[src/sv/packet_byte_scrambler_unit_assert.svh]
// assertion macros used by the scrambler unit
// they expect clk_i and rst_ni in scope
`ifndef PACKET_BYTE_SCRAMBLER_UNIT_ASSERT_SVH
`define PACKET_BYTE_SCRAMBLER_UNIT_ASSERT_SVH

// property checked at every clock edge outside reset
`define PBS_ASSERT(lbl, prop) \
  lbl: assert property (@(posedge clk_i) disable iff (!rst_ni) (prop)) \
    else $error("%m: check failed");

// implication checked in the next cycle, outside reset
`define PBS_ASSERT_NEXT(lbl, pre, post) \
  lbl: assert property (@(posedge clk_i) disable iff (!rst_ni) (pre) |=> (post)) \
    else $error("%m: next-cycle check failed");

`endif

[src/sv/pbs_pkg.sv]
package pbs_pkg;

  // register indexes on the write port
  typedef enum logic [1:0] {
    CFG_XOR_KEY    = 2'd0,
    CFG_ADD_KEY    = 2'd1,
    CFG_OBF_ENABLE = 2'd2
  } cfg_index_e;

  localparam int unsigned CfgIndexBits = 2;
  localparam int unsigned CfgDataBits  = 8;

  localparam logic [7:0] XorKeyReset = 8'hE2;
  localparam logic [7:0] AddKeyReset = 8'h02;
  localparam logic [7:0] LongMark    = 8'hC2;

  localparam int unsigned StartLong  = 4;
  localparam int unsigned StartShort = 3;
  localparam int unsigned TableBits  = 5;

  typedef struct packed {
    logic [7:0] in_byte;
    logic       in_last;
  } in_item_t;

  typedef struct packed {
    logic [7:0] out_byte;
    logic       out_last;
  } out_item_t;

  typedef struct packed {
    logic [7:0] xor_key;
    logic [7:0] add_key;
    logic       obfuscate_enable;
  } cfg_t;

  function automatic logic [7:0] scramble_lookup(input logic [TableBits-1:0] idx);
    logic [7:0] val;
    unique case (idx)
      5'd0:  val = 8'hAB;
      5'd1:  val = 8'h11;
      5'd2:  val = 8'hCD;
      5'd3:  val = 8'hFE;
      5'd4:  val = 8'h18;
      5'd5:  val = 8'h23;
      5'd6:  val = 8'hC5;
      5'd7:  val = 8'hA3;
      5'd8:  val = 8'hCA;
      5'd9:  val = 8'h33;
      5'd10: val = 8'hC1;
      5'd11: val = 8'hCC;
      5'd12: val = 8'h66;
      5'd13: val = 8'h67;
      5'd14: val = 8'h21;
      5'd15: val = 8'hF3;
      5'd16: val = 8'h32;
      5'd17: val = 8'h12;
      5'd18: val = 8'h15;
      5'd19: val = 8'h35;
      5'd20: val = 8'h29;
      5'd21: val = 8'hFF;
      5'd22: val = 8'hFE;
      5'd23: val = 8'h1D;
      5'd24: val = 8'h44;
      5'd25: val = 8'hEF;
      5'd26: val = 8'hCD;
      5'd27: val = 8'h41;
      5'd28: val = 8'h26;
      5'd29: val = 8'h3C;
      5'd30: val = 8'h4E;
      5'd31: val = 8'h4D;
      default: val = 8'h00;
    endcase
    return val;
  endfunction

endpackage

[src/sv/packet_byte_scrambler_unit.sv]
// channel  | valid        | stall        | payload
// ---------+--------------+--------------+------------------------
// in       | in_valid_i   | in_stall_o   | in_item_i  (in_item_t)
// out      | out_valid_o  | out_stall_i  | out_item_o (out_item_t)
// cfg      | cfg_we_i     | none         | cfg_index_i, cfg_data_i
//
// one item per clock sustained while the output side does not stall; each
// result is registered in the single output register after the scramble
// logic, or first in a skid register that keeps input taken while the output
// side stalls; in_stall_o rises only once both of those registers are full
// reset clears keys to their defaults, enable off and packet state to start

`include "packet_byte_scrambler_unit_assert.svh"

module packet_byte_scrambler_unit import pbs_pkg::*; #(
  parameter int unsigned POSITION_BITS = 16
) (
  input  logic                    clk_i,
  input  logic                    rst_ni,
  input  logic                    in_valid_i,
  output logic                    in_stall_o,
  input  in_item_t                in_item_i,
  output logic                    out_valid_o,
  input  logic                    out_stall_i,
  output out_item_t               out_item_o,
  input  logic                    cfg_we_i,
  input  logic [CfgIndexBits-1:0] cfg_index_i,
  input  logic [CfgDataBits-1:0]  cfg_data_i
);

  // configuration registers
  cfg_t cfg_q, cfg_d;

  // output register and skid register
  out_item_t out_q, out_d;
  out_item_t skid_q, skid_d;
  logic      out_valid_q, out_valid_d;
  logic      skid_valid_q, skid_valid_d;

  logic      in_accept;
  logic      out_fire;
  out_item_t result;

  assign in_stall_o  = skid_valid_q;
  assign in_accept   = in_valid_i & ~skid_valid_q;
  assign out_fire    = out_valid_q & ~out_stall_i;
  assign out_valid_o = out_valid_q;
  assign out_item_o  = out_q;

  // register writes, unknown index ignored
  always_comb begin
    cfg_d = cfg_q;
    if (cfg_we_i) begin
      unique case (cfg_index_i)
        CFG_XOR_KEY:    cfg_d.xor_key          = cfg_data_i;
        CFG_ADD_KEY:    cfg_d.add_key          = cfg_data_i;
        CFG_OBF_ENABLE: cfg_d.obfuscate_enable = cfg_data_i[0];
        default: ;
      endcase
    end
  end

  // scramble state and per-byte logic
  pbs_core #(
    .POSITION_BITS(POSITION_BITS)
  ) u_core (
    .clk_i   (clk_i),
    .rst_ni  (rst_ni),
    .step_i  (in_accept),
    .item_i  (in_item_i),
    .cfg_i   (cfg_q),
    .result_o(result)
  );

  // output side: skid drains first, fresh result goes straight out when free
  always_comb begin
    out_d        = out_q;
    skid_d       = skid_q;
    out_valid_d  = out_valid_q;
    skid_valid_d = skid_valid_q;
    if (skid_valid_q) begin
      if (out_fire) begin
        out_d        = skid_q;
        skid_valid_d = 1'b0;
      end
    end else if (in_accept) begin
      if (!out_valid_q || out_fire) begin
        out_d       = result;
        out_valid_d = 1'b1;
      end else begin
        skid_d       = result;
        skid_valid_d = 1'b1;
      end
    end else if (out_fire) begin
      out_valid_d = 1'b0;
    end
  end

  always_ff @(posedge clk_i or negedge rst_ni) begin
    if (!rst_ni) begin
      cfg_q.xor_key          <= XorKeyReset;
      cfg_q.add_key          <= AddKeyReset;
      cfg_q.obfuscate_enable <= 1'b0;
      out_valid_q            <= 1'b0;
      skid_valid_q           <= 1'b0;
    end else begin
      cfg_q        <= cfg_d;
      out_valid_q  <= out_valid_d;
      skid_valid_q <= skid_valid_d;
    end
  end

  // payload registers carry no reset
  always_ff @(posedge clk_i) begin
    out_q  <= out_d;
    skid_q <= skid_d;
  end

  // skid only ever holds an item behind a waiting output
  `PBS_ASSERT(a_skid_behind_out, !skid_valid_q || out_valid_q)
  // an item taken while the output waits must land in the skid register
  `PBS_ASSERT_NEXT(a_skid_fills, in_accept && out_valid_q && out_stall_i, skid_valid_q)
  // a drained skid register frees the input next cycle
  `PBS_ASSERT_NEXT(a_skid_drains, skid_valid_q && !out_stall_i, !skid_valid_q && out_valid_q)

endmodule

[src/sv/pbs_core.sv]
module pbs_core import pbs_pkg::*; #(
  parameter int unsigned POSITION_BITS = 16
) (
  input  logic      clk_i,
  input  logic      rst_ni,
  input  logic      step_i,
  input  in_item_t  item_i,
  input  cfg_t      cfg_i,
  output out_item_t result_o
);

  localparam logic [POSITION_BITS-1:0] PosMax = {POSITION_BITS{1'b1}};

  logic [POSITION_BITS-1:0] pos_q, pos_d;
  logic [7:0]               prior_q, prior_d;
  logic                     long_q, long_d;

  logic                     is_long;
  logic [POSITION_BITS-1:0] start_pos;
  logic [7:0]               scr;
  logic [7:0]               ciph;

  always_comb begin
    is_long   = (pos_q == '0) ? (item_i.in_byte == LongMark) : long_q;
    start_pos = is_long ? POSITION_BITS'(StartLong) : POSITION_BITS'(StartShort);
    if (pos_q >= start_pos) begin
      scr = item_i.in_byte ^ prior_q ^ scramble_lookup(pos_q[TableBits-1:0]);
    end else begin
      scr = item_i.in_byte;
    end
    // add then xor, both modulo 256
    ciph = (scr + cfg_i.add_key) ^ cfg_i.xor_key;

    result_o.out_byte = cfg_i.obfuscate_enable ? ciph : item_i.in_byte;
    result_o.out_last = item_i.in_last;
  end

  // chain state advances whatever the enable says
  always_comb begin
    pos_d   = pos_q;
    prior_d = prior_q;
    long_d  = long_q;
    if (step_i) begin
      if (item_i.in_last) begin
        pos_d   = '0;
        prior_d = '0;
        long_d  = 1'b0;
      end else begin
        long_d  = is_long;
        prior_d = scr;
        if (pos_q != PosMax) begin
          pos_d = pos_q + POSITION_BITS'(1);
        end
      end
    end
  end

  always_ff @(posedge clk_i or negedge rst_ni) begin
    if (!rst_ni) begin
      pos_q   <= '0;
      prior_q <= '0;
      long_q  <= 1'b0;
    end else begin
      pos_q   <= pos_d;
      prior_q <= prior_d;
      long_q  <= long_d;
    end
  end

endmodule

[config.mk]
export PLATFORM = sky130hd
export DESIGN_NAME = packet_byte_scrambler_unit
export DESIGN_NICKNAME = d
export VERILOG_FILES = /design/src/sv/pbs_pkg.sv /design/src/sv/packet_byte_scrambler_unit.sv /design/src/sv/pbs_core.sv
export VERILOG_INCLUDE_DIRS = /design/src /design/src/sv
export SDC_FILE = /design/constraint.sdc
export NUM_CORES = 1
export LEC_CHECK = 0
export BUFFER_PORTS_ARGS = -buffer_cell sky130_fd_sc_hd__buf_2
export CAP_MARGIN = 40
export CORE_MARGIN = 5
export CORE_UTILIZATION = 55
export CTS_CLUSTER_DIAMETER = 150
export DETAILED_ROUTE_END_ITERATION = 10
export PLACE_DENSITY = 0.76
export REMOVE_ABC_BUFFERS = 1
export SLEW_MARGIN = 5
export SYNTH_ARGS = -nofsm -noshare
export SYNTH_HDL_FRONTEND = slang
export SYNTH_HIERARCHICAL = 1
export SYNTH_SLANG_ARGS = --single-unit
[constraint.sdc]
create_clock -name clk_i -period 6 [get_ports clk_i]
set_input_delay 0.6 -clock clk_i [delete_from_list [all_inputs] [get_ports clk_i]]
set_output_delay 0.6 -clock clk_i [all_outputs]
set_load 0.005 [all_outputs]
==> impl_metrics.yaml <==
sta:
  finalCritPeriodShare_pct: 88.5
  worst_slew_pin_slew_ps: 813
  max-slew-margin-rel_pct: 45.8
  fmax_ghz: 0.188
  slew_viol_final: 0
  rsz0062_at_grt: "no"
  setup_tns_ps: 0
  hold_viol: 0
  fin_ws_ps: 688
  fin_crit_ps: 5310
  finalClockSkew_ps: 10.3
  setup_viol: 0
logic_synthesis:
  postSynthAreaPerCell_um2: 9.80
  yosysTopAreaCell: "dfrtp_1"
  postSynthCellCount: 421
  synth.most_common_cell: "dfrtp_1"
  ys_seq_elements: 62
  async_reset_ff_share_pct: 71.0
  synth_seq_area_share_pct: 39.9
  yosys_warnings: 6
  ys_types: 59
  synth_area_um2: 4130
  synth-edff-count: 18
  yosys-top-cells-count: "dfrtp_1 (39), nor2_1 (38), mux2_2 (30), xnor2_1 (30), nand2_1 (29)"
  netlist_top_cells_area: "dfrtp_1 (24%), edfxtp_1 (13%), mux2_2 (8.2%), xnor2_1 (6.4%), ha_1 (4.8%)"
  ys.flop_type: "dfrtp_1"
  synth_top_area_share_pct: 23.6
layout:
  final_nets: 494
  diodes: 0
  finalNonFillerCells: 557
  post-route-util_pct: 63.4
  area_delta_synth_final_pct: 11.9
  drive_above_1_share_pct: 23.4
  final_design_area_no_fill_um2: 4620
floorplanning:
  dieArea_um2: 9340
  die_h_um: 96.6
  fp-row-count: 31
  die_w_um: 96.6
  core_um2: 7290
  start_util_pct: 56.6
  io_pins: 35
clock_tree:
  cts_resized: 0
  post_cts_buffers: 0
  cts.sinks: 62
  hold_buffers: 0
  cts_buffers: 9
  clock_latency_ps: 340
  ctsLongestPathBuffers: 2
  root_buffer: "clkbuf_8"
  clk_pin_slew_ps: 80
  cts_tree: "built"
  htreeDepth: 3
setup_path:
  critPathBufInv: 1
  crit_arrival_ps: 5410
  cp.depth: 21
  critPathLaunch: "u_core/pos_q[0]"
  rr_worst_depth: 21
  cp_slowest_cell: "dfrtp_1"
  r2r_start: "u_core/pos_q[0]"
  crit_fanout: 13
  critical_path_class: "flop to flop"
  crit_chain: "inv_1 > ha_1 > nor4b_2 > nand4_1 > mux2_4 > ha_1 > o21ai_0 > nand4_1 > nor3_1 > o21a_4 > nor3b_1 > xor2_1 > ha_1 > a21o_1 > a211oi_1 > o21ai_0 > nand2_1 > a211oi_1 > a2111oi_4 > xnor2_1 > mux2_2"
  slowest_delay_ps: 510
  cp-start-kind: "flop"
  crit_required_ps: 6090
  cp_top_family: "compound AO/OA/AOI/OAI gates"
  end_kind: "flop"
  worst_path_most_repeated_cell: "ha_1"
drt:
  routedWlPerCell_um: 16.4
  drc: 0
  ant_nets: 0
  drtIter0Drc: 329
  drt-pass1-iter-count: 7
  num_vias: 3307
  wirelength_um: 9120
  vias_per_cell: 5.94
placement:
  port_buffers: 34
  dp_hpwl_um: 6550
  place.gp.congestion: 0.937
  placed_area_um2: 4390
  dp_cells: 541
  dp_slack_ps: 731
power_and_ir_drop:
  peakVddDrop_mv: 0.210
  p_leak_nw: 1.89
  powerDensity_nw_per_um2: 467
worst_hold_path:
  hp-class: "input port to async pin"
global_route:
  first_global_vias: 3211
  grt_max_degree: 33
  grt_pass1_wl_um: 15700
  grt_remaining_overflow: 0
  antenna_found_initial: 0
  grt.total_usage_pct: 20.2
job:
  cap_viol_max_count: 0
run_status:
  status: "completed"
## metal layers
| layer | GRT usage, % | wire, um | share of wire [%] | vias up |
|---|---|---|---|---|
| met5 | 0 | 0 | 0 | - |
| met4 | 5.51 | 61 | 0.67 | 0 |
| met3 | 4.10 | 546 | 6.0 | 6 |
| met2 | 32.4 | 4360 | 48 | 116 |
| met1 | 28.0 | 4150 | 45 | 1602 |
| li1 | - | - | - | 1583 |
## power by group
| group | switching [mW] | internal, mW |
|---|---|---|
| clock network | 0.189 | 0.240 |
| registers | 0.0809 | 0.576 |
| logic | 0.594 | 0.477 |
## through the flow
step                      total power [mW]  hold slack (ps)
after floorplan                       1.44              304
after global placement                1.68              508
after detailed placement              1.71              521
after CTS                             2.15              227
after global routing                  2.31              245
final                                 2.16              216
## final timing paths
kind | end | slack [ps]
max in group asynchronous | cfg_q[14] | 5190
min in group clk_i | cfg_q[8] | 500
hold / removal | in_stall_o | 220
setup reg to reg | out_item_o[8] | 690
setup / recovery | out_item_o[8] | 690
hold reg to reg | cfg_q[1] | 540
## cells by family (layout without fill, tap and decap cells)
family,count (synthesis),after routing,share of synthesized area (%)
compound gates,98,98,15.5
xor+xnor,35,35,7.43
fa+ha+maj,17,17,5.33
buf+inv,38,75,3.82
flops,62,62,39.9
mux,37,37,10.9
simple gates,134,134,17.1
## cell usage in the layout (no fill, tap or decap), types with 3 or more instances in the layout
| cell | netlist | final |
|---|---|---|
| a211oi_1 | 6 | 6 |
| a21o_1 | 5 | 5 |
| a21oi_1 | 27 | 27 |
| and2_1 | 4 | 4 |
| and3_1 | 10 | 10 |
| buf_2 | 6 | 34 |
| buf_4 | 2 | 5 |
| clkbuf_8 | 0 | 9 |
| dfrtp_1 | 39 | 39 |
| dfstp_2 | 5 | 5 |
| edfxtp_1 | 18 | 18 |
| ha_1 | 16 | 16 |
| inv_1 | 17 | 17 |
| mux2_2 | 30 | 30 |
| mux2i_1 | 3 | 3 |
| mux4_2 | 3 | 3 |
| nand2_1 | 29 | 29 |
| nand2b_1 | 12 | 12 |
| nand3_1 | 13 | 13 |
| nand4_1 | 4 | 4 |
| nor2_1 | 38 | 38 |
| nor2b_1 | 3 | 3 |
| nor3_1 | 5 | 5 |
| o21ai_0 | 26 | 26 |
| o22ai_1 | 4 | 4 |
| o31ai_1 | 6 | 6 |
| o32ai_1 | 7 | 7 |
| xnor2_1 | 30 | 30 |
| xor2_1 | 5 | 5 |
## flip-flops by register name (all words and copies together), names as in the netlist
name / cells
cfg_q: 17
u_core/pos_q: 16
out_item_o: 9
skid_q: 9
u_core/prior_q: 8
in_stall_o: 1
out_valid_o: 1
u_core/long_q: 1
## area by class of cell
cell class                      instances  area (um2)
Sequential cell                        62        1650
Clock buffer                            9         124
Inverter                               19        71.3
Fill cell                             607        2670
Timing Repair Buffer                   40         228
Multi-Input combinational cell        321        2320
Clock inverter                          7         104
Tap cell                               99         124
(Power assumes the default switching activity.)
